`config.mk`:
```
export PLATFORM = sky130hd
export DESIGN_NAME = vtu_out_buf
export DESIGN_NICKNAME = d
export VERILOG_FILES = /design/src/hw/rtl/vtu_pkg.sv /design/src/hw/rtl/vtu_out_buf.sv
export SDC_FILE = /design/constraint.sdc
export NUM_CORES = 1
export LEC_CHECK = 0
export ABC_CLOCK_PERIOD_IN_PS = 8500
export BUFFER_PORTS_ARGS = -buffer_cell sky130_fd_sc_hd__buf_4
export CORE_ASPECT_RATIO = 2
export CORE_MARGIN = 2
export CORE_UTILIZATION = 47
export CTS_CLUSTER_SIZE = 28
export DETAILED_ROUTE_END_ITERATION = 6
export HOLD_SLACK_MARGIN = 0.03
export PLACE_DENSITY = 0.73
export RECOVER_POWER = 25
export REMOVE_ABC_BUFFERS = 1
export SLEW_MARGIN = 20
export SYNTH_ARGS = -nofsm -noshare
export SYNTH_HDL_FRONTEND = slang
export SYNTH_SLANG_ARGS = --single-unit
export TNS_END_PERCENT = 20
```
`constraint.sdc`:
```
create_clock -name clk -period 8.5 [get_ports clk]
set_input_delay 1.275 -clock clk [delete_from_list [all_inputs] [get_ports clk]]
set_output_delay 1.275 -clock clk [all_outputs]
set_load 0.005 [all_outputs]
```
`src/hw/rtl/vtu_pkg.sv`:
```
`timescale 1ns / 1ps
// ----------------------------------------------------------------------------
// Viewport transform unit package
// Shared constants, types and single-precision helper functions.
// ----------------------------------------------------------------------------
package vtu_pkg;

  localparam int unsigned FP_W      = 32;
  localparam int unsigned VIEW_W    = 15;
  localparam int unsigned CFG_AW    = 5;
  localparam int unsigned DIV_STEPS = 26;
  localparam int unsigned RECIP_LAT = DIV_STEPS + 2;
  localparam int unsigned MUL_LAT   = 3;
  localparam int unsigned ADD_LAT   = 5;
  localparam int unsigned TOTAL_LAT = RECIP_LAT + 2 * MUL_LAT + ADD_LAT;

  localparam logic [31:0] FP_ONE  = 32'h3F80_0000;
  localparam logic [31:0] FP_HALF = 32'h3F00_0000;
  localparam logic [31:0] FP_ZERO = 32'h0000_0000;
  localparam logic [31:0] FP_QNAN = 32'h7FC0_0000;

  typedef enum logic [2:0] {
    REG_VIEW_LEFT   = 3'd0,
    REG_VIEW_TOP    = 3'd1,
    REG_VIEW_WIDTH  = 3'd2,
    REG_VIEW_HEIGHT = 3'd3,
    REG_DEPTH_MIN   = 3'd4,
    REG_DEPTH_MAX   = 3'd5
  } cfg_reg_t;

  typedef struct packed {
    logic [31:0] ox;
    logic [31:0] oy;
    logic [31:0] hw;
    logic [31:0] hh;
    logic [31:0] hd;
    logic [31:0] zmin;
  } vtu_view_t;

  typedef struct packed {
    logic [31:0] screen_x;
    logic [31:0] screen_y;
    logic [31:0] screen_depth;
    logic [31:0] recip_w;
  } vtu_result_t;

  function automatic logic [4:0] lzc27(input logic [26:0] v);
    logic [4:0] n;
    n = 5'd27;
    for (int i = 0; i < 27; i++) begin
      if (v[i]) n = 5'(26 - i);
    end
    return n;
  endfunction

  function automatic logic [26:0] shr_sticky(input logic [26:0] m, input logic [9:0] sh);
    logic [26:0] r;
    logic [26:0] mask;
    logic [4:0]  s5;
    s5 = sh[4:0];
    if (sh >= 10'd27) begin
      r = {26'd0, |m};
    end else begin
      mask = ~({27{1'b1}} << s5);
      r = (m >> s5) | {26'd0, |(m & mask)};
    end
    return r;
  endfunction

  function automatic logic [31:0] round_pack(input logic sgn, input logic signed [9:0] e,
                                             input logic [26:0] m);
    logic        sub;
    logic [9:0]  sh;
    logic [26:0] ms;
    logic        rup;
    logic [24:0] sum;
    logic [9:0]  be;
    logic [31:0] r;
    sub = (e < -10'sd126);
    sh  = 10'(-10'sd126 - e);
    ms  = sub ? shr_sticky(m, sh) : m;
    rup = ms[2] & (ms[1] | ms[0] | ms[3]);
    sum = {1'b0, ms[26:3]} + {24'd0, rup};
    if (sub) begin
      r = {sgn, 7'd0, sum[23], sum[22:0]};
    end else begin
      be = 10'(e) + 10'd127 + {9'd0, sum[24]};
      if (be >= 10'd255) begin
        r = {sgn, 8'hFF, 23'd0};
      end else begin
        r = {sgn, be[7:0], sum[24] ? 23'd0 : sum[22:0]};
      end
    end
    return r;
  endfunction

  // Unbiased exponent and significand with the leading one at bit 23.
  function automatic logic [33:0] unpack_norm(input logic [31:0] x);
    logic [4:0]        lz;
    logic [23:0]       mt;
    logic signed [9:0] ex;
    lz = lzc27({1'b0, x[22:0], 3'd0});
    if (x[30:23] != 8'd0) begin
      mt = {1'b1, x[22:0]};
      ex = $signed({2'd0, x[30:23]}) - 10'sd127;
    end else begin
      mt = {1'b0, x[22:0]} << lz;
      ex = -10'sd126 - $signed({5'd0, lz});
    end
    return {ex, mt};
  endfunction

  function automatic logic fp_is_nan(input logic [31:0] x);
    return (x[30:23] == 8'hFF) && (x[22:0] != 23'd0);
  endfunction

  function automatic logic fp_is_inf(input logic [31:0] x);
    return (x[30:23] == 8'hFF) && (x[22:0] == 23'd0);
  endfunction

  function automatic logic fp_is_zero(input logic [31:0] x);
    return x[30:0] == 31'd0;
  endfunction

  // Exact single-precision value of v / 2 for an unsigned integer v.
  function automatic logic [31:0] int_half(input logic [15:0] v);
    logic [4:0]  lz;
    logic [15:0] nv;
    lz = lzc27({v, 11'd0});
    nv = v << lz;
    if (v == 16'd0) return FP_ZERO;
    return {1'b0, 8'(8'd141 - {3'd0, lz}), nv[14:0], 8'd0};
  endfunction

endpackage

```
`src/hw/rtl/vtu_out_buf.sv`:
```
`timescale 1ns / 1ps
// ----------------------------------------------------------------------------
// Output buffer
// Two-word queue that parts the pipeline from the result channel.
// ----------------------------------------------------------------------------
module vtu_out_buf import vtu_pkg::*; (
  input  logic        clk,
  input  logic        rst_n,
  input  logic        in_vld,
  input  vtu_result_t in_data,
  output logic        in_rdy,
  output logic        out_vld,
  input  logic        out_rdy,
  output vtu_result_t out_data
);

  vtu_result_t mem_r [2];
  logic [1:0]  count_r, count_nxt;
  logic        wp_r, rp_r;
  logic        push, pop;

  assign in_rdy   = count_r != 2'd2;
  assign out_vld  = count_r != 2'd0;
  assign push     = in_vld & in_rdy;
  assign pop      = out_vld & out_rdy;
  assign out_data = mem_r[rp_r];

  always_comb begin
    count_nxt = count_r;
    if (push && !pop) begin
      count_nxt = count_r + 2'd1;
    end else if (pop && !push) begin
      count_nxt = count_r - 2'd1;
    end
  end

  always_ff @(posedge clk) begin
    if (!rst_n) begin
      count_r <= '0;
      wp_r    <= 1'b0;
      rp_r    <= 1'b0;
    end else begin
      count_r <= count_nxt;
      if (push) wp_r <= ~wp_r;
      if (pop) rp_r <= ~rp_r;
    end
  end

  always_ff @(posedge clk) begin
    if (push) mem_r[wp_r] <= in_data;
  end

endmodule

```
### After elaboration in Yosys (flattened, before gate mapping)

Memory sizes are Yosys's and may differ from the RTL's. A register that Yosys moved wholly into a read port is not among the register bits.
Cells that the tools add are included.

| cells by class | value |
|---|---|
| add/subtract/negate cells | 2 |
| equal/unequal tests | 1 |
| multiplexer cells | 6 |
| bitwise logic cells | 4 |
| reductions and logical operators | 6 |

Operators by type and width:

| operator | count |
|---|---|
| 1-bit 2-to-1 mux | 4 |
| 2-bit 2-to-1 mux | 2 |
| 2-bit nonzero test | 2 |
| 2-bit by 1-bit adder with 2-bit output (second input constant) | 1 |
| 1-bit AND | 2 |
| 1-bit logical AND | 2 |
| 1-bit zero test | 2 |
| 2-bit inequality test (second input constant) | 1 |
| 1-bit NOT | 2 |
| 2-bit by 1-bit subtractor with 2-bit output (second input constant) | 1 |

| word-level totals | value |
|---|---|
| register bits after elaboration | 4 |
| bits in writable memories | 256 |
| bits of input ports | 132 |
| output and inout port bits | 130 |
| memories kept | 1 |

Memory list:

| name | depth | width | read ports | clocked after memory_dff | write ports | RTL line | RTL |
|---|---|---|---|---|---|---|---|
| mem_r | 2 | 128 | 1 | 1 | 1 | vtu_out_buf.sv:17 | `vtu_result_t mem_r [2];` |

### Logic depth before layout (Yosys ltp)

| depth | value |
|---|---|
| word-level depth | 6 |
| gate-level depth with buffers | 6 |

### Worst setup path after synthesis

Ideal clock, no wire load.

| timing | value |
|---|---|
| path kind | input to register |
| from | in in_vld |
| to | mem mem_r[1][0] in the netlist's numbering, enable pin |
| setup time | 503 ps |
| data arrival time | 4272 ps |
| data required time | 7997 ps |
| slack | 3725 ps |
| stages | 1 |
| path through | and3_1 |

| on the way | value |
|---|---|
| word-level cells in the longest chain between the ends | 3 |

Ends and longest elaborated chain:

| element | RTL line | RTL |
|---|---|---|
| start, declared | vtu_out_buf.sv:9 | `input logic in_vld,` |
| 1-bit AND | vtu_out_buf.sv:24 | `assign push = in_vld & in_rdy;` |
| 1-bit 2-to-1 mux | vtu_out_buf.sv:50 | `if (push) mem_r[wp_r] <= in_data;` |
| 1-bit 2-to-1 mux (not written as such) | vtu_out_buf.sv:50 |  |
| end, declared | vtu_out_buf.sv:17 |  |

Every way passes these cells.

==> metrics.cfg <==
[worst_setup_path]
cp-start-kind = flip-flop
reg2reg_slack_ps = 5800
critPathSlowestCell = dfxtp_4
crit_top_cell = buf_4
crit_required_ps = 7220
crit_chain = buf_4, mux2_2, buf_4
endpoint_kind = output pin
crit_path_max_incr_delay_ps = 880
criticalPathCategory = reg -> out
cp_data_arrival_time_ps = 2820
cp_top_family = buffers and inverters
crit_fanout = 65
critPathBufInv = 2

[hold_path]
min_path_type = reg -> reg

[clock_tree]
clk_latency_ps = 500
cts_hold_buf = 0
cts_sinks = 261
numCtsBuffers = 22
post_cts_resized = 0
clockBufferDepth = 3
cts.clk_slew.worst_paths_ps = 70
postCtsSetupBuffers = 0
cts_tree = yes
htreeDepth = 1
root_buffer = clkbuf_16

[sta]
min_period_over_period = 0.481
tns_ps = 0
min_period_ps = 4090
setup_viol = 0
clock_skew_ps = 10.4
timing_worst_slew_pin_value_ps = 994
fmax_mhz = 244
finalHoldViolCount = 0
final_max_slew_viol_count = 0
relSlewSlack = 0.338
rsz0062_at_grt = false

[synth]
synth_fa_ha_area_frac = 0.00132
ys_top_cells_by_area = edfxtp_1 81%, mux2_2 15%, buf_6 1.2%
synth_compound_area_frac = 0.00368
ys_seq_area_frac = 0.819
synth.avg_cell_area_um2 = 22.5
synthSimpleGateAreaFrac = 0.00684
netlist_instances = 422
synth_top_area_cell = edfxtp_1
synth_warnings = 0
synth_top_family_by_area = multiplexers
ys_ff_latch = 261
netlist_area_mm2 = 0.00951
synth_top_cell_area_share = 0.808
synth_mux_area_frac = 0.151
ys_types = 20
synth_xor_area_frac = 0.00276

[layout]
layout_common_cells = 256 x edfxtp_1, 178 x buf_4, 128 x mux2_2
nNetsFinal = 829
drive_gt1_frac = 0.584
areaGrowthSynthToFinish_pct = 29.3
final_common_cell = edfxtp_1
fin_util = 0.618

[route]
viasPerCell = 5.05
drtPass1Iterations = 6
ant_nets = 0
wirelength_um = 19400
drtIter0Drc = 158
drcViolationCount = 0
wl_per_cell_um = 19.9
vias = 4918

[placed_design]
dpl.hpwl_um = 13400
place_congestion = 0.787
io_buffers = 261

[power_and_ir_drop]
power_frac_seq = 0.494
swShare = 0.246
pwr-share-comb = 0.242
clock_power_share = 0.264
internal-power_mw = 2.58
powerDensity_mw_per_mm2 = 279
irDropWorstVdd_uv = 185
leakagePower_nw = 4.48
p_sw_uw = 844

[die]
io_pins = 262
fp-row-count = 73
initial_core_util = 0.478
die_h_um = 205
die_w_um = 105
dieArea_mm2 = 0.0215
core_mm2 = 0.0199

[grt]
grt_max_degree = 76
grt_pass1_vias = 5310
grt_antenna_before_repair = 1
gr-total-overflow = 0
grt_use_total = 0.175
grt_pass1_wl_um = 28400

[flow_run]
drv_cap = 0

[outcome]
run_status = completed

[synth_stat cells]
cell and n:
dfxtp_1 5, a21bo_2 1, mux2_2 128, and2_1 4, nand2b_4 1, buf_6 10, o21ai_1 1, a21boi_1 1
and3_1 1, ha_1 1, xnor2_1 2, or3_1 1, buf_4 4, o21ai_0 1, inv_1 1, or2_2 1
nand3b_1 1, edfxtp_1 256, a21boi_0 1, xor2_1 1
[routing by layer]
layer / vias to the layer above / wire length, um / global-route usage
met2: 199 / 11000 / 0.332
met5: - / 0 / 0
met4: 0 / 1180 / 0.112
met3: 58 / 1120 / 0.0352
li1: 2227 / - / -
met1: 2434 / 6060 / 0.168
[power groups by stage]
| stage | clock, mW | combinational (mW) | sequential, mW |
|---|---|---|---|
| 2_1_floorplan | 0 | 0.401 | 1.74 |
| 3_3_place_gp | 0 | 0.825 | 1.71 |
| 3_5_place_dp | 0 | 0.840 | 1.72 |
| 4_1_cts | 0.933 | 0.846 | 1.70 |
| 5_1_grt | 0.977 | 0.882 | 1.71 |
| 6_report | 0.906 | 0.828 | 1.69 |
[worst paths after layout]
path,startpoint,end,cells after the start
max,flip-flop,out_data[34],3
min,count_r[1],count_r[1],2
max reg2reg,count_r[0],mem_r[0][88],4
min reg2reg,count_r[1],count_r[1],2
[state kept, by name, summed over array words and instances, names as in the netlist, named ones only]
| name | cells |
|---|---|
| count_r | 2 |
| wp_r | 1 |
| mem_r | 256 |
| rp_r | 1 |
[metrics by stage]
stage                     setup slack (ps)  hold WS, ps  std cells  instance area [um^2]  total power [mW]
final                                 4410          565        974                 12300              3.43
after global routing                  4220          602        974                 12300              3.57
after CTS                             4300          562        973                 12300              3.48
after detailed placement              4860          550        934                 11700              2.56
after global placement                4890          524        934                 11700              2.54
after floorplan                       3620          512        408                  9370              2.14
[final cells by class]
cell class,instances,area (um^2)
Antenna cell,1,2.50
Fill cell,1494,7610
Clock inverter,15,71.3
Multi-Input combinational cell,146,1590
Tap cell,262,328
Timing Repair Buffer,264,1940
Inverter,1,6.26
Sequential cell,261,7790
Clock buffer,24,579
[tightest hold or removal path, stage by stage (launching register included)]
cell	delay (ps)
dfxtp_1	360
o21ai_0	90
a21boi_1	70
[kinds of logic (layout without fill, tap and decap cells)]
group | Yosys count | in the layout
AOI/OAI and AO/OA | 5 | 5
xor gates and xnor gates | 3 | 3
adders and majority gates | 1 | 1
buffers and inverters | 15 | 304
DFF | 261 | 261
muxes | 128 | 128
other | 0 | 1
and+or+nand+nor | 9 | 9
No activity file was read; power rests on OpenSTA's default activity.
