[src/hw/rtl/vtu_pkg.sv]
`timescale 1ns / 1ps
// ----------------------------------------------------------------------------
// Viewport transform unit package
// Shared constants, types and single-precision helper functions.
// ----------------------------------------------------------------------------
package vtu_pkg;

  localparam int unsigned FP_W      = 32;
  localparam int unsigned VIEW_W    = 15;
  localparam int unsigned CFG_AW    = 5;
  localparam int unsigned DIV_STEPS = 26;
  localparam int unsigned RECIP_LAT = DIV_STEPS + 2;
  localparam int unsigned MUL_LAT   = 3;
  localparam int unsigned ADD_LAT   = 5;
  localparam int unsigned TOTAL_LAT = RECIP_LAT + 2 * MUL_LAT + ADD_LAT;

  localparam logic [31:0] FP_ONE  = 32'h3F80_0000;
  localparam logic [31:0] FP_HALF = 32'h3F00_0000;
  localparam logic [31:0] FP_ZERO = 32'h0000_0000;
  localparam logic [31:0] FP_QNAN = 32'h7FC0_0000;

  typedef enum logic [2:0] {
    REG_VIEW_LEFT   = 3'd0,
    REG_VIEW_TOP    = 3'd1,
    REG_VIEW_WIDTH  = 3'd2,
    REG_VIEW_HEIGHT = 3'd3,
    REG_DEPTH_MIN   = 3'd4,
    REG_DEPTH_MAX   = 3'd5
  } cfg_reg_t;

  typedef struct packed {
    logic [31:0] ox;
    logic [31:0] oy;
    logic [31:0] hw;
    logic [31:0] hh;
    logic [31:0] hd;
    logic [31:0] zmin;
  } vtu_view_t;

  typedef struct packed {
    logic [31:0] screen_x;
    logic [31:0] screen_y;
    logic [31:0] screen_depth;
    logic [31:0] recip_w;
  } vtu_result_t;

  function automatic logic [4:0] lzc27(input logic [26:0] v);
    logic [4:0] n;
    n = 5'd27;
    for (int i = 0; i < 27; i++) begin
      if (v[i]) n = 5'(26 - i);
    end
    return n;
  endfunction

  function automatic logic [26:0] shr_sticky(input logic [26:0] m, input logic [9:0] sh);
    logic [26:0] r;
    logic [26:0] mask;
    logic [4:0]  s5;
    s5 = sh[4:0];
    if (sh >= 10'd27) begin
      r = {26'd0, |m};
    end else begin
      mask = ~({27{1'b1}} << s5);
      r = (m >> s5) | {26'd0, |(m & mask)};
    end
    return r;
  endfunction

  function automatic logic [31:0] round_pack(input logic sgn, input logic signed [9:0] e,
                                             input logic [26:0] m);
    logic        sub;
    logic [9:0]  sh;
    logic [26:0] ms;
    logic        rup;
    logic [24:0] sum;
    logic [9:0]  be;
    logic [31:0] r;
    sub = (e < -10'sd126);
    sh  = 10'(-10'sd126 - e);
    ms  = sub ? shr_sticky(m, sh) : m;
    rup = ms[2] & (ms[1] | ms[0] | ms[3]);
    sum = {1'b0, ms[26:3]} + {24'd0, rup};
    if (sub) begin
      r = {sgn, 7'd0, sum[23], sum[22:0]};
    end else begin
      be = 10'(e) + 10'd127 + {9'd0, sum[24]};
      if (be >= 10'd255) begin
        r = {sgn, 8'hFF, 23'd0};
      end else begin
        r = {sgn, be[7:0], sum[24] ? 23'd0 : sum[22:0]};
      end
    end
    return r;
  endfunction

  // Unbiased exponent and significand with the leading one at bit 23.
  function automatic logic [33:0] unpack_norm(input logic [31:0] x);
    logic [4:0]        lz;
    logic [23:0]       mt;
    logic signed [9:0] ex;
    lz = lzc27({1'b0, x[22:0], 3'd0});
    if (x[30:23] != 8'd0) begin
      mt = {1'b1, x[22:0]};
      ex = $signed({2'd0, x[30:23]}) - 10'sd127;
    end else begin
      mt = {1'b0, x[22:0]} << lz;
      ex = -10'sd126 - $signed({5'd0, lz});
    end
    return {ex, mt};
  endfunction

  function automatic logic fp_is_nan(input logic [31:0] x);
    return (x[30:23] == 8'hFF) && (x[22:0] != 23'd0);
  endfunction

  function automatic logic fp_is_inf(input logic [31:0] x);
    return (x[30:23] == 8'hFF) && (x[22:0] == 23'd0);
  endfunction

  function automatic logic fp_is_zero(input logic [31:0] x);
    return x[30:0] == 31'd0;
  endfunction

  // Exact single-precision value of v / 2 for an unsigned integer v.
  function automatic logic [31:0] int_half(input logic [15:0] v);
    logic [4:0]  lz;
    logic [15:0] nv;
    lz = lzc27({v, 11'd0});
    nv = v << lz;
    if (v == 16'd0) return FP_ZERO;
    return {1'b0, 8'(8'd141 - {3'd0, lz}), nv[14:0], 8'd0};
  endfunction

endpackage

[src/hw/rtl/vtu_recip.sv]
`timescale 1ns / 1ps
// ----------------------------------------------------------------------------
// Reciprocal unit
// Correctly rounded 1/w by a restoring division pipeline, one quotient bit per
// stage, with 1.0 returned for a zero w.
// ----------------------------------------------------------------------------
module vtu_recip import vtu_pkg::*; (
  input  logic        clk,
  input  logic        en,
  input  logic [31:0] w,
  output logic [31:0] y
);

  typedef enum logic [1:0] {
    RC_NORM,
    RC_ONE,
    RC_ZERO,
    RC_NAN
  } rc_kind_t;

  logic [33:0]       uw;
  rc_kind_t          kind_a;

  logic [23:0]       m0_r;
  logic signed [9:0] e0_r;
  logic              s0_r;
  rc_kind_t          k0_r;

  logic [24:0]       rem_r [DIV_STEPS];
  logic [25:0]       q_r   [DIV_STEPS];
  logic [23:0]       m_r   [DIV_STEPS];
  logic signed [9:0] e_r   [DIV_STEPS];
  logic              s_r   [DIV_STEPS];
  rc_kind_t          k_r   [DIV_STEPS];

  logic [24:0]       rq;
  logic [25:0]       qq;
  logic [26:0]       mn;
  logic signed [9:0] en_exp;
  logic [31:0]       y_r;

  always_comb begin
    uw = unpack_norm(w);
    if (fp_is_nan(w)) begin
      kind_a = RC_NAN;
    end else if (fp_is_zero(w)) begin
      kind_a = RC_ONE;
    end else if (fp_is_inf(w)) begin
      kind_a = RC_ZERO;
    end else begin
      kind_a = RC_NORM;
    end
  end

  always_ff @(posedge clk) begin
    if (en) begin
      m0_r <= uw[23:0];
      e0_r <= $signed(uw[33:24]);
      s0_r <= w[31];
      k0_r <= kind_a;
    end
  end

  for (genvar k = 0; k < DIV_STEPS; k++) begin : g_step
    logic [24:0]       rin;
    logic [25:0]       qin;
    logic [23:0]       min;
    logic signed [9:0] ein;
    logic              sin;
    rc_kind_t          kin;
    logic              ge;
    logic [24:0]       rdf;

    if (k == 0) begin : g_first
      assign rin = 25'd1 << 23;
      assign qin = '0;
      assign min = m0_r;
      assign ein = e0_r;
      assign sin = s0_r;
      assign kin = k0_r;
    end else begin : g_next
      assign rin = rem_r[k-1];
      assign qin = q_r[k-1];
      assign min = m_r[k-1];
      assign ein = e_r[k-1];
      assign sin = s_r[k-1];
      assign kin = k_r[k-1];
    end

    assign ge  = rin >= {1'b0, min};
    assign rdf = ge ? (rin - {1'b0, min}) : rin;

    always_ff @(posedge clk) begin
      if (en) begin
        rem_r[k] <= {rdf[23:0], 1'b0};
        q_r[k]   <= {qin[24:0], ge};
        m_r[k]   <= min;
        e_r[k]   <= ein;
        s_r[k]   <= sin;
        k_r[k]   <= kin;
      end
    end
  end

  always_comb begin
    rq = rem_r[DIV_STEPS-1];
    qq = q_r[DIV_STEPS-1];
    if (qq[25]) begin
      mn     = {qq, rq != 25'd0};
      en_exp = -e_r[DIV_STEPS-1];
    end else begin
      mn     = {qq[24:0], 1'b0, rq != 25'd0};
      en_exp = -e_r[DIV_STEPS-1] - 10'sd1;
    end
  end

  always_ff @(posedge clk) begin
    if (en) begin
      case (k_r[DIV_STEPS-1])
        RC_NAN:  y_r <= FP_QNAN;
        RC_ONE:  y_r <= FP_ONE;
        RC_ZERO: y_r <= {s_r[DIV_STEPS-1], FP_ZERO[30:0]};
        default: y_r <= round_pack(s_r[DIV_STEPS-1], en_exp, mn);
      endcase
    end
  end

  assign y = y_r;

endmodule

[config.mk]
export PLATFORM = sky130hd
export DESIGN_NAME = vtu_recip
export DESIGN_NICKNAME = d
export VERILOG_FILES = /design/src/hw/rtl/vtu_pkg.sv /design/src/hw/rtl/vtu_recip.sv
export SDC_FILE = /design/constraint.sdc
export NUM_CORES = 2
export LEC_CHECK = 0
export BUFFER_PORTS_ARGS = -buffer_cell sky130_fd_sc_hd__buf_2
export CORE_MARGIN = 2
export CORE_UTILIZATION = 55
export DETAILED_ROUTE_END_ITERATION = 8
export GPL_TIMING_DRIVEN = 0
export HOLD_SLACK_MARGIN = 0.12
export PLACE_DENSITY = 0.73
export SLEW_MARGIN = 5
export SYNTH_ARGS = -nofsm -noshare
export SYNTH_HDL_FRONTEND = slang
export SYNTH_SLANG_ARGS = --single-unit
[constraint.sdc]
create_clock -name clk -period 6.6 [get_ports clk]
set_clock_uncertainty 0.1 [all_clocks]
set_input_delay 1.32 -clock clk [delete_from_list [all_inputs] [get_ports clk]]
set_output_delay 1.32 -clock clk [all_outputs]
set_load 0.01 [all_outputs]
# ---- Word level (Yosys, flattened, before mapping)
# Memory sizes are Yosys's and may differ from the RTL's.
# Index checks and enable logic that the tools add are counted.
dict set report totals {
  register_bits 69
  mem_bits_rw 2262
  in_bits 34
  out_inout_bits 32
  word_cells 165
  mem_count 6
}
# memory depth width rd rd_clocked_by_memory_dff wr line
set mem_list {}
lappend mem_list {q_r 26 26 26 0 26 vtu_recip.sv:30} ;# logic [25:0] q_r [DIV_STEPS];
lappend mem_list {m_r 26 24 25 0 26 vtu_recip.sv:31} ;# logic [23:0] m_r [DIV_STEPS];
lappend mem_list {rem_r 26 24 26 0 26 vtu_recip.sv:29} ;# logic [24:0] rem_r [DIV_STEPS];
lappend mem_list {e_r 26 10 26 0 26 vtu_recip.sv:32} ;# logic signed [9:0] e_r [DIV_STEPS];
lappend mem_list {k_r 26 2 26 0 26 vtu_recip.sv:34} ;# rc_kind_t k_r [DIV_STEPS];
lappend mem_list {s_r 26 1 26 0 26 vtu_recip.sv:33} ;# logic s_r [DIV_STEPS];
dict set report op_classes {
  add_sub_neg 34
  order_cmp 29
  eq_ne 4
  shifts 3
  mux 65
  bitwise_logic 6
  n_reduce_logical 11
}
# operator n
set ops {}
lappend ops {{25-bit by 24-bit greater-or-equal comparator with 1-bit output} 25}
lappend ops {{24-bit 2-to-1 mux} 26}
lappend ops {{24-bit subtractor} 25}
lappend ops {{27-bit 2-to-1 mux} 5}
lappend ops {{5-bit 2-to-1 mux} 22}
lappend ops {{32-bit one-hot mux with 3 select lines} 1}
lappend ops {{31-bit 2-to-1 mux} 2}
lappend ops {{27-bit OR reduction} 2}
lappend ops {{23-bit 2-to-1 mux} 2}
lappend ops {{31-bit logical NOT} 1}
lappend ops {{27-bit bitwise AND} 1}
lappend ops {{27-bit inverter} 1}
lappend ops {{27-bit by 1-bit OR with 27-bit output} 1}
lappend ops {{27-bit by 5-bit << shifter with 27-bit output, first input constant} 1}
lappend ops {{27-bit by 5-bit right shift with 27-bit output} 1}
lappend ops {{24-bit by 1-bit adder with 25-bit output} 1}
lappend ops {{25-bit nonzero test} 1}
lappend ops {{24-bit greater-or-equal comparator, first input constant} 1}
lappend ops {{23-bit by 5-bit << shifter with 24-bit output} 1}
lappend ops {{24-bit subtractor, first input constant} 1}
lappend ops {{23-bit logical NOT} 1}
lappend ops {{23-bit nonzero test} 1}
lappend ops {{10-bit 2-to-1 mux} 2}
lappend ops {{10-bit by 1-bit adder with 10-bit output} 1}
lappend ops {{21 further kinds} 26}

# ---- Depth between registers and ports, before layout
dict set report depth {
  depth_word 25
  depth_mapped 40
  mapped_depth_nobuf 34
}

# ---- Worst setup path before layout
# No wires, ideal clock.
dict set report synth_path {
  path_type {register -> register}
  start {memory e_r[25][0] (netlist: e_r[1][90])}
  end {register y_r[20] (netlist: y[20]), data pin}
  setup_ns 0.149
  t_arrival_ns 7.067
  required_time_ns 6.351
  slack_ns -0.717
  path_stages_with_launch 36
  path_buffers 6
  synth_period_minus_slack_ns 7.317
  cell_sequence {edfxtp_1 > buf_2 > buf_1 > inv_1 > ha_1 > o21a_1 > nor2_1 > inv_1 > ha_1 > buf_2 > clkbuf_1 > nand2_1 > or2_2 > mux4_2 > a21oi_1 > a31oi_1 > inv_1 > ha_1 > o21ai_0 > a221oi_1 > and2_0 > buf_4 > nand2_4 > nor2_1 > o21ai_0 > ha_1 > ha_1 > nand2_1 > a211oi_1 > o31a_1 > a41oi_1 > nor2_1 > nor3_1 > o41ai_4 > buf_6 > nor3b_2}
}
# item line
set synth_rtl {}
lappend synth_rtl {{from (decl)} vtu_recip.sv:32}
lappend synth_rtl {{to (signal assigned)} vtu_recip.sv:122} ;# RC_ZERO: y_r <= {s_r[DIV_STEPS-1], FP_ZERO[30:0]};
lappend synth_rtl {{to (signal assigned)} vtu_recip.sv:123} ;# default: y_r <= round_pack(s_r[DIV_STEPS-1], en_exp, mn);
lappend synth_rtl {{to (decl)} vtu_recip.sv:40} ;# logic [31:0] y_r;

==> key figures <==
Timing
  – Least setup slack across all paths after layout: -0.04097 ns
  – Top achievable clock speed: 0.1506 GHz
  – Share of the clock period used by the worst path: 1.006
  – Max-slew violations: 0
  – Slew @ Worst Pin: 1.153 ns
  – RSZ-0062 raised after global routing: true
  – Worst hold slack after final layout: 0.2749 ns
  – Fin crit period: 6.641 ns
  – Final hold violation count: 0
  – Final setup fails: 3
  – Slew Limit Headroom: 0.2265

Yosys
  – Synth async-reset ratio: 0
  – Register area share after synthesis: 0.5824
  – Ys flop type: sky130_fd_sc_hd__edfxtp_1
  – Synth Area in Adders: 0.08105
  – Post-synthesis sequential element count: 1955
  – Yosys warning total: 0
  – Post-synth EDFFs: 1955
  – Netlist area before placement: 100800 sq um
  – Syn avg cell area: 12.15 sq um
  – Parity-gate share of the synthesized area counting xor and xnor cells: 0.04273
  – Combinational family with the most area after synthesis: compound AO/OA/AOI/OAI gates
  – Top cell type by total area after synthesis: sky130_fd_sc_hd__edfxtp_1
  – Net Count, Synth: 8972
  – Count of mapped cells out of synthesis: 8300
  – Main area contributors after synthesis: sky130_fd_sc_hd__edfxtp_1 (58%), sky130_fd_sc_hd__ha_1 (7.6%), sky130_fd_sc_hd__a21oi_1 (3.3%), sky130_fd_sc_hd__inv_1 (3.2%), sky130_fd_sc_hd__mux2_2 (3.1%)
  – Yosys top cell area share: 0.5824
  – Compound-gate portion of the synthesized area: 0.1169
  – Area fraction in and, or, nand and nor cells after synthesis: 0.09418
  – Distinct cell type count after synthesis: 109
  – Fraction of synthesized area in multiplexers: 0.04447

Routing
  – Initial drt markers: 5526
  – Overall via count from detail_route: 64670
  – Final ANT Viol Nets: 0
  – Per-cell routed wire length: 20.39 um
  – Post-Route WL: 228400 um
  – Vias/cell: 5.773
  – Number of iterations in the first detailed-routing pass: 6
  – Total DRC errors in the routed layout: 0

Global routing
  – GRT overflow: 0
  – First-pass GRT wire length: 352200 um
  – Via count of the first global-routing pass: 62310
  – Pin count of the biggest net entering global routing: 186
  – Overall fraction of global-route tracks in use: 0.2415
  – Number of antenna violations at the first check in global routing: 6

Floorplanning
  – FP Rows: 157
  – DIE HEIGHT: 432.1 um
  – Effective utilization at floorplan: 0.5518
  – Core Area: 182700 sq um
  – Die Span X: 432.1 um
  – Number of top-level design ports: 66
  – Area enclosed by the die boundary: 186700 sq um

Final layout
  – Final Cell Area: 112500 sq um
  – Share of layout cells above drive strength 1: 0.1148
  – Area growth from synthesis to final layout: 11.64%
  – Final net count: 9322
  – Layout Utilization: 0.6160

Setup path
  – Largest stage delay on the critical path: 0.55 ns
  – CP Max Fanout: 8
  – Required time worst endpoint: 7.12 ns
  – Category of the worst setup path capture point: flip-flop
  – CP arrival: 7.16 ns
  – Kind of launch point of the worst setup path: flip-flop
  – Crit Path Class: reg -> reg
  – Critical-path top delay cell: sky130_fd_sc_hd__mux4_2
  – Worst path most repeated cell: sky130_fd_sc_hd__ha_4

Power
  – Static Leak: 44.11 nW
  – Total power per unit cell area: 451.1 nW/um^2
  – Maximum vdd ir drop: 0.2499 mV
  – Total power draw: 0.05077 W

Place
  – Routability congestion estimate from global placement: 0.9278
  – Total placed instance area: 104600 sq um
  – Estimated wirelength of the detail-placed design: 168600 um
  – Count of input and output buffers: 64

Clocking
  – TritonCTS clock tree: done
  – Count of hold-fix buffers inserted at cts: 0
  – H-tree depth: 4
  – Library cell used as clock root buffer: sky130_fd_sc_hd__clkbuf_16
  – Clock buffers created by TritonCTS: 199
  – Clock-pin slew reported for the worst setup and hold paths after clock tree synthesis: 0.06 ns
  – Clock latency on the worst-skew pair: 0.86 ns
  – CTS sink count: 1955
  – Maximum clock insertion buffer count: 3

Worst hold path
  – Hold crit path type: reg -> reg

Job
  – Max-cap viol count: 0

Run status
  – Run status: complete, but fails checks
  – Violations in the final reports: negative setup slack
area by class of cell:
class / instances / area [sq um]
Tap cell: 2385 / 2984
Clock inverter: 130 / 1500
Clock buffer: 237 / 5144
Buffer: 145 / 758.2
Sequential cell: 1955 / 58710
Inverter: 870 / 3278
Multi-Input combinational cell: 5327 / 38910
Timing Repair Buffer: 152 / 1256
Antenna cell: 2 / 5.005
Fill cell: 14240 / 70150
worst max-delay path, delay by kind of cell, from the launching register on:
| family | cells | cell delay, ns |
|---|---|---|
| DFF | 1 | 0.45 |
| muxes | 1 | 0.55 |
| AOI/OAI and AO/OA | 9 | 1.98 |
| buffers and inverters | 6 | 0.93 |
| xor gates and xnor gates | 1 | 0.36 |
| adders and majority gates | 3 | 0.67 |
| and+or+nand+nor | 8 | 1.36 |
layout by cell type, fill, tap and decap left out, types with 113 or more instances in the layout:
cell type | synthesis | layout
sky130_fd_sc_hd__o21ai_0 | 356 | 346
sky130_fd_sc_hd__a21o_1 | 154 | 154
sky130_fd_sc_hd__nor2_1 | 614 | 608
sky130_fd_sc_hd__inv_1 | 866 | 862
sky130_fd_sc_hd__xnor2_1 | 336 | 332
sky130_fd_sc_hd__a21oi_1 | 662 | 656
sky130_fd_sc_hd__clkbuf_1 | 103 | 132
sky130_fd_sc_hd__mux2_2 | 277 | 277
sky130_fd_sc_hd__xor2_1 | 154 | 151
sky130_fd_sc_hd__ha_1 | 613 | 607
sky130_fd_sc_hd__edfxtp_1 | 1955 | 1955
sky130_fd_sc_hd__clkbuf_16 | 0 | 201
sky130_fd_sc_hd__nand3_1 | 125 | 121
sky130_fd_sc_hd__nand2_1 | 424 | 418
sky130_fd_sc_hd__nand2b_1 | 113 | 113
sky130_fd_sc_hd__nor3_1 | 177 | 169
routing by layer:
layer  vias to the layer above  GRT usage  routed length (um)
li1                      31260          -                   -
met1                     31350     0.3367              102500
met2                      1690     0.3983              109200
met3                       367    0.03096               10990
met4                         2    0.06924                5739
met5                         -          0                   7
cell usage after synthesis (154+ instances only):
cell and instances:
sky130_fd_sc_hd__edfxtp_1 1955, sky130_fd_sc_hd__inv_1 866, sky130_fd_sc_hd__a21oi_1 662, sky130_fd_sc_hd__nor2_1 614, sky130_fd_sc_hd__ha_1 613, sky130_fd_sc_hd__nand2_1 424, sky130_fd_sc_hd__o21ai_0 356, sky130_fd_sc_hd__xnor2_1 336
sky130_fd_sc_hd__mux2_2 277, sky130_fd_sc_hd__nor3_1 177, sky130_fd_sc_hd__a21o_1 154, sky130_fd_sc_hd__xor2_1 154
through the flow:
step	setup slack [ns]	cells	TNS, ns
global placement	-25.80	10750	-
finish	-0.04097	11200	-0.06493
CTS	-0.08515	11180	-0.6041
global route	-0.2218	11200	-3.059
detailed placement	-1.846	10760	-46.13
floorplan	0.006249	8300	0
final timing paths:
kind | startpoint | slack (ns) | cells past startpoint | end
max | q_r[1][259] | -0.04 | 28 | y[6]
min | q_r[0][318] | 0.27 | 0 | q_r[0][345]
max reg2reg | q_r[1][259] | -0.04 | 28 | y[6]
min reg2reg | q_r[0][318] | 0.27 | 0 | q_r[0][345]
sequential cells by signal, summed over array words and instances (netlist names):
name        cells
rem_r         624
m_r           600
q_r           351
e_r           234
k_r            52
y              32
s_r            26
g_step.min     24
e0_r            9
g_step.kin      2
g_step.sin      1
cells by family (layout without fill, tap and decap cells):
family / Yosys count / after routing
AO/OA/AOI/OAI: 1867 / 1867
buffers and inverters: 1018 / 1534
other: 0 / 2
multiplexers: 374 / 374
flip-flops: 1955 / 1955
adder cells (fa/ha/maj): 638 / 638
AND/OR/NAND/NOR: 1957 / 1957
XOR/XNOR: 491 / 491
power breakdown:
group / leakage (nW) / total, W / switching, W / internal [W]
clock network: 3.19 / 0.0112 / 0.00483 / 0.00641
logic: 21.8 / 0.0203 / 0.0116 / 0.00873
registers: 19.1 / 0.0192 / 0.00166 / 0.0176
timing repair:
action	4_1_cts	5_1_grt
buffers inserted	53	20
gates cloned	1	0
setup endpoints to repair	31	25
pin swaps	28	31
gates resized for setup	109	65
(Power assumes the default switching activity.)
