--- src/hw/rtl/vtu_pkg.sv ---
`timescale 1ns / 1ps
// ----------------------------------------------------------------------------
// Viewport transform unit package
// Shared constants, types and single-precision helper functions.
// ----------------------------------------------------------------------------
package vtu_pkg;

  localparam int unsigned FP_W      = 32;
  localparam int unsigned VIEW_W    = 15;
  localparam int unsigned CFG_AW    = 5;
  localparam int unsigned DIV_STEPS = 26;
  localparam int unsigned RECIP_LAT = DIV_STEPS + 2;
  localparam int unsigned MUL_LAT   = 3;
  localparam int unsigned ADD_LAT   = 5;
  localparam int unsigned TOTAL_LAT = RECIP_LAT + 2 * MUL_LAT + ADD_LAT;

  localparam logic [31:0] FP_ONE  = 32'h3F80_0000;
  localparam logic [31:0] FP_HALF = 32'h3F00_0000;
  localparam logic [31:0] FP_ZERO = 32'h0000_0000;
  localparam logic [31:0] FP_QNAN = 32'h7FC0_0000;

  typedef enum logic [2:0] {
    REG_VIEW_LEFT   = 3'd0,
    REG_VIEW_TOP    = 3'd1,
    REG_VIEW_WIDTH  = 3'd2,
    REG_VIEW_HEIGHT = 3'd3,
    REG_DEPTH_MIN   = 3'd4,
    REG_DEPTH_MAX   = 3'd5
  } cfg_reg_t;

  typedef struct packed {
    logic [31:0] ox;
    logic [31:0] oy;
    logic [31:0] hw;
    logic [31:0] hh;
    logic [31:0] hd;
    logic [31:0] zmin;
  } vtu_view_t;

  typedef struct packed {
    logic [31:0] screen_x;
    logic [31:0] screen_y;
    logic [31:0] screen_depth;
    logic [31:0] recip_w;
  } vtu_result_t;

  function automatic logic [4:0] lzc27(input logic [26:0] v);
    logic [4:0] n;
    n = 5'd27;
    for (int i = 0; i < 27; i++) begin
      if (v[i]) n = 5'(26 - i);
    end
    return n;
  endfunction

  function automatic logic [26:0] shr_sticky(input logic [26:0] m, input logic [9:0] sh);
    logic [26:0] r;
    logic [26:0] mask;
    logic [4:0]  s5;
    s5 = sh[4:0];
    if (sh >= 10'd27) begin
      r = {26'd0, |m};
    end else begin
      mask = ~({27{1'b1}} << s5);
      r = (m >> s5) | {26'd0, |(m & mask)};
    end
    return r;
  endfunction

  function automatic logic [31:0] round_pack(input logic sgn, input logic signed [9:0] e,
                                             input logic [26:0] m);
    logic        sub;
    logic [9:0]  sh;
    logic [26:0] ms;
    logic        rup;
    logic [24:0] sum;
    logic [9:0]  be;
    logic [31:0] r;
    sub = (e < -10'sd126);
    sh  = 10'(-10'sd126 - e);
    ms  = sub ? shr_sticky(m, sh) : m;
    rup = ms[2] & (ms[1] | ms[0] | ms[3]);
    sum = {1'b0, ms[26:3]} + {24'd0, rup};
    if (sub) begin
      r = {sgn, 7'd0, sum[23], sum[22:0]};
    end else begin
      be = 10'(e) + 10'd127 + {9'd0, sum[24]};
      if (be >= 10'd255) begin
        r = {sgn, 8'hFF, 23'd0};
      end else begin
        r = {sgn, be[7:0], sum[24] ? 23'd0 : sum[22:0]};
      end
    end
    return r;
  endfunction

  // Unbiased exponent and significand with the leading one at bit 23.
  function automatic logic [33:0] unpack_norm(input logic [31:0] x);
    logic [4:0]        lz;
    logic [23:0]       mt;
    logic signed [9:0] ex;
    lz = lzc27({1'b0, x[22:0], 3'd0});
    if (x[30:23] != 8'd0) begin
      mt = {1'b1, x[22:0]};
      ex = $signed({2'd0, x[30:23]}) - 10'sd127;
    end else begin
      mt = {1'b0, x[22:0]} << lz;
      ex = -10'sd126 - $signed({5'd0, lz});
    end
    return {ex, mt};
  endfunction

  function automatic logic fp_is_nan(input logic [31:0] x);
    return (x[30:23] == 8'hFF) && (x[22:0] != 23'd0);
  endfunction

  function automatic logic fp_is_inf(input logic [31:0] x);
    return (x[30:23] == 8'hFF) && (x[22:0] == 23'd0);
  endfunction

  function automatic logic fp_is_zero(input logic [31:0] x);
    return x[30:0] == 31'd0;
  endfunction

  // Exact single-precision value of v / 2 for an unsigned integer v.
  function automatic logic [31:0] int_half(input logic [15:0] v);
    logic [4:0]  lz;
    logic [15:0] nv;
    lz = lzc27({v, 11'd0});
    nv = v << lz;
    if (v == 16'd0) return FP_ZERO;
    return {1'b0, 8'(8'd141 - {3'd0, lz}), nv[14:0], 8'd0};
  endfunction

endpackage

--- src/hw/rtl/vtu_fp_add.sv ---
`timescale 1ns / 1ps
// ----------------------------------------------------------------------------
// Single-precision adder
// Five stages: compare and swap, align, add, normalise, round and pack.
// ----------------------------------------------------------------------------
module vtu_fp_add import vtu_pkg::*; (
  input  logic        clk,
  input  logic        en,
  input  logic [31:0] a,
  input  logic [31:0] b,
  output logic [31:0] y
);

  logic        swp;
  logic [31:0] big, sml;
  logic [7:0]  be1, se1;
  logic        sp_a;
  logic [31:0] spv_a;

  logic [23:0] mb1_r, ms1_r;
  logic [7:0]  eb1_r, dif1_r;
  logic        sub1_r, sgn1_r, zs1_r, sp1_r;
  logic [31:0] spv1_r;

  logic [23:0] mb2_r;
  logic [26:0] al2_r;
  logic [7:0]  eb2_r;
  logic        sub2_r, sgn2_r, zs2_r, sp2_r;
  logic [31:0] spv2_r;

  logic [27:0] s3_r;
  logic [7:0]  eb3_r;
  logic        sgn3_r, zs3_r, sp3_r;
  logic [31:0] spv3_r;

  logic [4:0]        lz;
  logic signed [9:0] ebu;
  logic [26:0]       mn;
  logic signed [9:0] en_exp;

  logic [26:0]       m4_r;
  logic signed [9:0] e4_r;
  logic              nz4_r, sgn4_r, zs4_r, sp4_r;
  logic [31:0]       spv4_r;

  logic [31:0]       y_r;

  always_comb begin
    swp = b[30:0] > a[30:0];
    big = swp ? b : a;
    sml = swp ? a : b;
    be1 = (big[30:23] == 8'd0) ? 8'd1 : big[30:23];
    se1 = (sml[30:23] == 8'd0) ? 8'd1 : sml[30:23];
    sp_a  = 1'b1;
    spv_a = FP_QNAN;
    if (fp_is_nan(a) || fp_is_nan(b) ||
        (fp_is_inf(a) && fp_is_inf(b) && (a[31] != b[31]))) begin
      spv_a = FP_QNAN;
    end else if (fp_is_inf(big)) begin
      spv_a = {big[31], 8'hFF, 23'd0};
    end else begin
      sp_a = 1'b0;
    end
  end

  always_comb begin
    lz  = lzc27(s3_r[26:0]);
    ebu = $signed({2'd0, eb3_r}) - 10'sd127;
    if (s3_r[27]) begin
      mn     = {s3_r[27:2], s3_r[1] | s3_r[0]};
      en_exp = ebu + 10'sd1;
    end else begin
      mn     = s3_r[26:0] << lz;
      en_exp = ebu - $signed({5'd0, lz});
    end
  end

  always_ff @(posedge clk) begin
    if (en) begin
      mb1_r  <= {big[30:23] != 8'd0, big[22:0]};
      ms1_r  <= {sml[30:23] != 8'd0, sml[22:0]};
      eb1_r  <= be1;
      dif1_r <= be1 - se1;
      sub1_r <= a[31] ^ b[31];
      sgn1_r <= big[31];
      zs1_r  <= a[31] & b[31];
      sp1_r  <= sp_a;
      spv1_r <= spv_a;

      mb2_r  <= mb1_r;
      al2_r  <= shr_sticky({ms1_r, 3'd0}, {2'd0, dif1_r});
      eb2_r  <= eb1_r;
      sub2_r <= sub1_r;
      sgn2_r <= sgn1_r;
      zs2_r  <= zs1_r;
      sp2_r  <= sp1_r;
      spv2_r <= spv1_r;

      s3_r   <= sub2_r ? ({1'b0, mb2_r, 3'd0} - {1'b0, al2_r})
                       : ({1'b0, mb2_r, 3'd0} + {1'b0, al2_r});
      eb3_r  <= eb2_r;
      sgn3_r <= sgn2_r;
      zs3_r  <= zs2_r;
      sp3_r  <= sp2_r;
      spv3_r <= spv2_r;

      m4_r   <= mn;
      e4_r   <= en_exp;
      nz4_r  <= s3_r != 28'd0;
      sgn4_r <= sgn3_r;
      zs4_r  <= zs3_r;
      sp4_r  <= sp3_r;
      spv4_r <= spv3_r;

      if (sp4_r) begin
        y_r <= spv4_r;
      end else if (!nz4_r) begin
        y_r <= {zs4_r, FP_ZERO[30:0]};
      end else begin
        y_r <= round_pack(sgn4_r, e4_r, m4_r);
      end
    end
  end

  assign y = y_r;

endmodule

--- config.mk ---
export PLATFORM = sky130hd
export DESIGN_NAME = vtu_fp_add
export DESIGN_NICKNAME = d
export VERILOG_FILES = /design/src/hw/rtl/vtu_pkg.sv /design/src/hw/rtl/vtu_fp_add.sv
export SDC_FILE = /design/constraint.sdc
export NUM_CORES = 1
export LEC_CHECK = 0
export BUFFER_PORTS_ARGS = -buffer_cell sky130_fd_sc_hd__buf_2
export CORE_MARGIN = 2
export CORE_UTILIZATION = 50
export CTS_BUF_LIST = sky130_fd_sc_hd__clkbuf_16
export CTS_CLUSTER_DIAMETER = 50
export CTS_CLUSTER_SIZE = 28
export DETAILED_ROUTE_END_ITERATION = 10
export PLACE_DENSITY = 0.76
export SLEW_MARGIN = 20
export SYNTH_ARGS = -nofsm -noshare
export SYNTH_HDL_FRONTEND = slang
export SYNTH_SLANG_ARGS = --single-unit
--- constraint.sdc ---
create_clock -name clk -period 8.3 [get_ports clk]
set_input_delay 2.49 -clock clk [delete_from_list [all_inputs] [get_ports clk]]
set_output_delay 2.49 -clock clk [all_outputs]
set_load 0.01 [all_outputs]
-- Word level (Yosys, flattened, before mapping)
Cells that the tools add are included.
- register bits after elaboration: 371
- bits of input ports: 66
- output and inout bits: 32
- logic and storage cells: 142
- $add $sub $neg: 10
- order comparisons: 5
- equal/unequal tests: 4
- shifts and indexed selects: 5
- muxes and demuxes: 47
- bitwise logic cells: 13
- reduce and logical (&&, ||, !) cells: 24
- operator list (cell ; count):
    two-way mux 27 bit ; 5
    two-way mux 5 bit ; 26
    two-way mux 32 bit ; 3
    two-way mux 31 bit ; 3
    OR reduction 27 bit ; 3
    logical NOT 23 bit ; 3
    bitwise AND 27 bit ; 2
    inverter 27 bit ; 2
    OR 27 x 1 -> 27 bit ; 2
    << shifter 27 x 5 -> 27 bit, first input constant ; 2
    >> shifter 27 x 5 -> 27 bit ; 2
    two-way mux 23 bit ; 2
    nonzero test 23 bit ; 2
    > comparator 31 bit ; 1
    adder 27 x 27 -> 28 bit ; 1
    two-way mux 28 bit ; 1
    nonzero test 28 bit ; 1
    subtractor 27 x 27 -> 28 bit ; 1
    << shifter 27 x 5 -> 27 bit ; 1
    two-way mux 26 bit ; 1
    adder 24 x 1 -> 25 bit ; 1
    equality test 8 bit, second input constant ; 3
    OR reduction 24 bit ; 1
    logical NOT 8 bit ; 2
    other kinds (23) ; 37

-- Depth between registers and ports, before layout
- depth after elaboration: 29
- mapped depth: 34
- depth with buffers taken out: 27

-- Worst setup path before layout
No wires, ideal clock.
- kind: in2reg
- start point: in a[1]
- end point: reg dif1_r[7], data pin
- arrival: 6.506 ns
- required time: 8.040 ns
- slack: 1.534 ns
- stages: 22
- buffers on the path: 2
- cell sequence: inv_1 > ha_1 > nor2b_1 > o21a_1 > o21a_1 > o21ai_0 > a21oi_1 > o41a_1 > o31ai_1 > clkbuf_1 > buf_1 > mux2i_1 > inv_1 > ha_1 > nor2b_1 > o21ai_0 > nand2b_1 > a21o_1 > a21o_1 > a21o_1 > a21oi_1 > xnor2_1
- longest elaborated chain between the ends: 5
- elaborated cells between the ends (all ways): 8
- RTL lines (item ; RTL line ; text):
    from (decl) ; vtu_fp_add.sv:9 ; input logic [31:0] a,
    > comparator 31 bit (*) ; vtu_fp_add.sv:49 ; swp = b[30:0] > a[30:0];
    two-way mux 32 bit (*) ; vtu_fp_add.sv:50 ; big = swp ? b : a;
    logical NOT 8 bit ; vtu_fp_add.sv:52 ; be1 = (big[30:23] == 8'd0) ? 8'd1 : big[30:23];
    two-way mux 8 bit (*) ; vtu_fp_add.sv:52 ;
    via be1[1] ; vtu_fp_add.sv:16 ; logic [7:0] be1, se1;
    subtractor 8 bit (*) ; vtu_fp_add.sv:83 ; dif1_r <= be1 - se1;
    to (signal assigned) ; vtu_fp_add.sv:83 ;
    to (decl) ; vtu_fp_add.sv:21 ; logic [7:0] eb1_r, dif1_r;
The timed path passes the listed nets; every way through them passes the cells marked *.
A chain may end at the register's enable or synchronous reset.

-- Worst setup path after layout
- start point: reg e4_r[1]
- end point: reg y_r[0], in the netlist y[0], data pin
- longest elaborated chain between the ends: 21
- elaborated cells between the ends (all ways): 26
- RTL lines (item ; RTL line ; text):
    from (decl) ; vtu_fp_add.sv:42 ; logic signed [9:0] e4_r;
    from (signal assigned) ; vtu_fp_add.sv:108 ; e4_r <= en_exp;
    subtractor 8 x 10 -> 10 bit ; vtu_pkg.sv:80 ; sh = 10'(-10'sd126 - e);
    << shifter 27 x 5 -> 27 bit ; vtu_pkg.sv:64 ; mask = ~({27{1'b1}} << s5);
    inverter 27 bit ; vtu_pkg.sv:64 ;
    bitwise AND 27 bit ; vtu_pkg.sv:65 ; r = (m >> s5) | {26'd0, |(m & mask)};
    OR reduction 27 bit ; vtu_pkg.sv:65 ;
    OR 27 x 1 -> 27 bit ; vtu_pkg.sv:65 ;
    two-way mux 27 bit ; vtu_pkg.sv:61 ; if (sh >= 10'd27) begin
    two-way mux 27 bit ; vtu_fp_add.sv:117 ; end else if (!nz4_r) begin
    (+5 left out) ; n/a ;
    bitwise AND 1 bit ; vtu_pkg.sv:82 ; rup = ms[2] & (ms[1] | ms[0] | ms[3]);
    adder 24 x 1 -> 25 bit ; vtu_pkg.sv:83 ; sum = {1'b0, ms[26:3]} + {24'd0, rup};
    adder 10 x 1 -> 10 bit ; vtu_pkg.sv:87 ; be = 10'(e) + 10'd127 + {9'd0, sum[24]};
    greater-or-equal comparator 10 x 8 -> 1 bit ; vtu_pkg.sv:88 ; if (be >= 10'd255) begin
    two-way mux 31 bit ; vtu_pkg.sv:88 ;
    two-way mux 31 bit (*) ; vtu_pkg.sv:84 ; if (sub) begin
    two-way mux 32 bit (*) ; vtu_fp_add.sv:117 ;
    two-way mux 32 bit (*) ; vtu_fp_add.sv:115 ; if (sp4_r) begin
    to (signal assigned) ; vtu_fp_add.sv:116 ; y_r <= spv4_r;
    to (signal assigned) ; vtu_fp_add.sv:118 ; y_r <= {zs4_r, FP_ZERO[30:0]};
    to (signal assigned) ; vtu_fp_add.sv:120 ; y_r <= round_pack(sgn4_r, e4_r, m4_r);
    to (decl) ; vtu_fp_add.sv:46 ; logic [31:0] y_r;
Mark *: on every way between the ends. The rest lies on a longest branch, timed or not. The select of a mux whose other input is x is not followed.

==> summary.md <==
| Metric | Value |
|---|---|
| Largest net degree at the start of global routing | `136` |
| Initial Util | `50.4%` |
| Seq cells post-synth | `251` |
| Worst R2R End | `y[0]` |
| Sequential power share | `32.9%` |
| Drt first-iter violations | `1244` |
| CTS clk-pin slew, worst paths | `70 ps` |
| Run status | `completed` |
| WP data arrival | `7760 ps` |
| Clock share of power | `21.8%` |
| Post-Place Cell Area | `0.0197 mm^2` |
| EDFF count, synth | `251` |
| Die ar. | `0.0393 mm^2` |
| Initial antenna violation count | `0` |
| Postcts setup bufs | `0` |
| Worst-Skew Late Latency | `570 ps` |
| R2r worst-path depth | `27` |
| Leak pwr | `0.00810 uW` |
| TritonCTS Buffers | `27` |
| Kind of critical path | `reg -> reg` |
| Pins Over Slew Limit | `0` |
| Max_slew headroom | `34.6%` |
| DIE WIDTH | `198 um` |
| Startpoint types | `flop` |
| Post-Route WL | `49.3 mm` |
| DR vias | `15.6k` |
| Combinational power share | `45.3%` |
| Switching Share | `41.6%` |
| Clk_skew | `20.2 ps` |
| Post-CTS sizing | `0` |
| Pint | `3320 uW` |
| Post-DP HPWL | `37.5 mm` |
| Commonest non-fill, non-tap cell in the layout | `edfxtp_1` |
| Unrepaired setup endpoints after global routing | `no` |
| Clock sink count | `251` |
| Remaining Overflow, GRT | `0` |
| Minimum clock period | `7370 ps` |
| Layout Nets | `2162` |
| Fill count | `3267` |
| Hold_buf cts | `0` |
| Pwr/cell area | `275 mW/mm^2` |
| Most frequent cells in the layout | `edfxtp_1, nor2_1, nand2_1` |
| Post-route insts no fill | `2517` |
| Synth unique cells | `90` |
| ANT cells | `0` |
| Gr usage total | `24.9%` |
| Power Total | `5690 uW` |
| Post-synthesis cell count | `1946` |
| Cell depth of the worst hold path | `0` |
| Yosys warns | `0` |
| Syn Nets | `2123` |
| Worst Setup End Kind | `flop` |
| Maxcap violations | `0` |
| Core Region | `0.0374 mm^2` |
| Ys async rst share | `0%` |
| Mean post-synth cell area | `9.69 um^2` |
| Clock Tree Buf Depth | `3` |
| P_sw | `2370 uW` |
| Worst VDD drop | `163 uV` |
| CP required | `8690 ps` |
| Drt drc | `0` |
| R2r setup slk | `930 ps` |
| DRT Pass-1 Iters | `6` |
| Final hold vios | `0` |
| Least-Margin Pin Slew | `980 ps` |
| Fmax | `0.136 GHz` |
| Multi-input gate area | `0.0105 mm^2` |
| Mapped cell area | `0.0189 mm^2` |
| Post-Place Cells | `2467` |
| Hold Startpoint | `zs3_r` |
| Share of layout cells above drive strength 1 | `14.3%` |
| Setup TNS | `0 ps` |
| ANT nets after route | `0` |
| Worst hold-check path type | `reg -> reg` |
| I/O pins | `98` |
| Row cnt | `71` |
| Final Instance Area | `0.0207 mm^2` |
| Count of final setup violators | `0` |
| First-pass GRT wire length | `78.1 mm` |
| PortBufs | `97` |
| Gpl congestion | `0.985` |
| WHS Endpoint | `zs4_r` |
| Register area | `0.00754 mm^2` |
| FF-to-FF Start | `e4_r[1]` |
| CTS tree | `yes` |
| Vias in the first global route | `14.6k` |
| Wire per inst | `19.6 um` |
| Via-to-Cell Ratio | `6.18` |
| Die Y | `198 um` |
| Layout area overhead | `9.63%` |
| H-Tree Depth | `1` |
| Seq/Total Area, Yosys | `40.0%` |
| Primary FF master, synth | `edfxtp_1` |
| Worst-path fanout max | `23` |
| Root Buffer Master | `clkbuf_16` |
| Tcrit/Tclk final | `88.8%` |
==> layer usage <==
layer,vias up,GRT usage (%),part of all wire (%)
li1,7378,-,-
met1,7382,30.6,41
met2,650,43.6,49
met3,149,2.73,5.2
met4,0,12.3,5.2
met5,-,0,0
==> cells in the mapped netlist (9+ instances only) <==
cell	instances	area (um^2)
o221ai_1	9	78.8
nor3_1	32	160
or2_2	16	100
o21a_1	12	90.1
a21oi_1	140	701
mux4_2	18	405
a31oi_1	16	100
ha_1	108	1350
edfxtp_1	251	7540
nor2_1	175	657
clkbuf_1	79	297
nor3b_1	9	67.6
xnor2_1	50	438
nand3_1	26	130
nor2b_1	37	231
o21bai_1	13	97.6
nor4_1	27	169
mux2i_1	83	831
o211ai_1	10	75.1
and3_1	20	125
inv_1	117	439
nand2_1	153	574
nand2b_1	12	75.1
a221oi_1	9	78.8
o31ai_1	13	97.6
a211oi_1	36	270
a22o_1	9	78.8
o22ai_1	28	175
o21ai_0	120	601
nand4_1	17	106
buf_1	16	60.1
xor2_1	30	263
a21o_1	26	195
mux2_2	55	619
a22oi_1	18	135
==> cells by family (layout without fill, tap and decap cells) <==
| logic type | Yosys count | after routing | synth area share (%) |
|---|---|---|---|
| flops | 251 | 251 | 40.0 |
| simple gates | 577 | 577 | 15.1 |
| buf+inv | 229 | 289 | 4.84 |
| compound gates | 540 | 540 | 18.9 |
| fa+ha+maj | 113 | 113 | 7.59 |
| mux | 156 | 156 | 9.84 |
| xor+xnor | 80 | 80 | 3.72 |
==> state kept, by name, indices dropped and copies added, names as in the netlist, 2 cells and up <==
register  flops
ms1_r        24
mb1_r        24
spv4_r        2
dif1_r        8
spv3_r        2
mb2_r        24
y            32
al2_r        27
eb2_r         8
e4_r         10
eb3_r         8
spv2_r        2
eb1_r         8
m4_r         27
s3_r         28
spv1_r        2
==> critical path, cell delays in order, from the launching register on <==
cell	delay [ps]
edfxtp_1	520
ha_1	380
inv_1	80
ha_1	640
or2_0	560
o32ai_1	190
a221oi_1	250
o221ai_1	210
nor4_2	390
or2_2	180
ha_1	160
a21boi_0	260
o221ai_1	220
or2_1	360
nor2_1	220
nand4b_1	140
ha_1	230
ha_1	230
and3_1	250
o21ai_0	180
a21oi_1	90
o32ai_1	380
o41a_1	320
inv_1	60
a41oi_1	200
o21ai_2	70
buf_4	200
a211oi_1	210
==> power groups by stage <==
| stage | combinational [uW] | clock [uW] | sequential (uW) |
|---|---|---|---|
| global placement | 2500 | 0 | 1880 |
| detailed placement | 2500 | 0 | 1890 |
| finish | 2580 | 1240 | 1870 |
| CTS | 2510 | 1270 | 1860 |
| floorplan | 1910 | 0 | 1770 |
| global route | 2800 | 1320 | 1890 |
==> layout make-up <==
class                   count  share of cell area (%)
multi-input cells        1466                    50.5
inverters                 121                    2.20
repair buffers            118                    3.16
clock inverters            23                    1.28
clock buffers              27                    3.27
flip-flops and latches    251                    36.5
well taps                 511                    3.09
==> worst max path at each step <==
stage / from / to / slack [ps] / cells after the start
finish: e4_r[1] / y[0] / 930 / 27
global route: e4_r[1] / y[0] / 280 / 26
CTS: e4_r[1] / y[0] / 1000 / 27
detailed placement: e4_r[1] / y[0] / 1040 / 27
global placement: e4_r[1] / y[5] / 1240 / 27
floorplan: a[1] / dif1_r[7] / 1530 / 22
==> per-stage QoR <==
step | utilization [%] | setup slack [ps] | hold WS [ps]
after floorplan | - | 1530 | 400
after global placement | 52.8 | 1240 | 401
after detailed placement | 52.8 | 1040 | 405
after CTS | 55.3 | 1000 | 418
after global routing | 55.3 | 285 | 427
final | 55.3 | 927 | 418
Power figures use the tool's default switching activity.
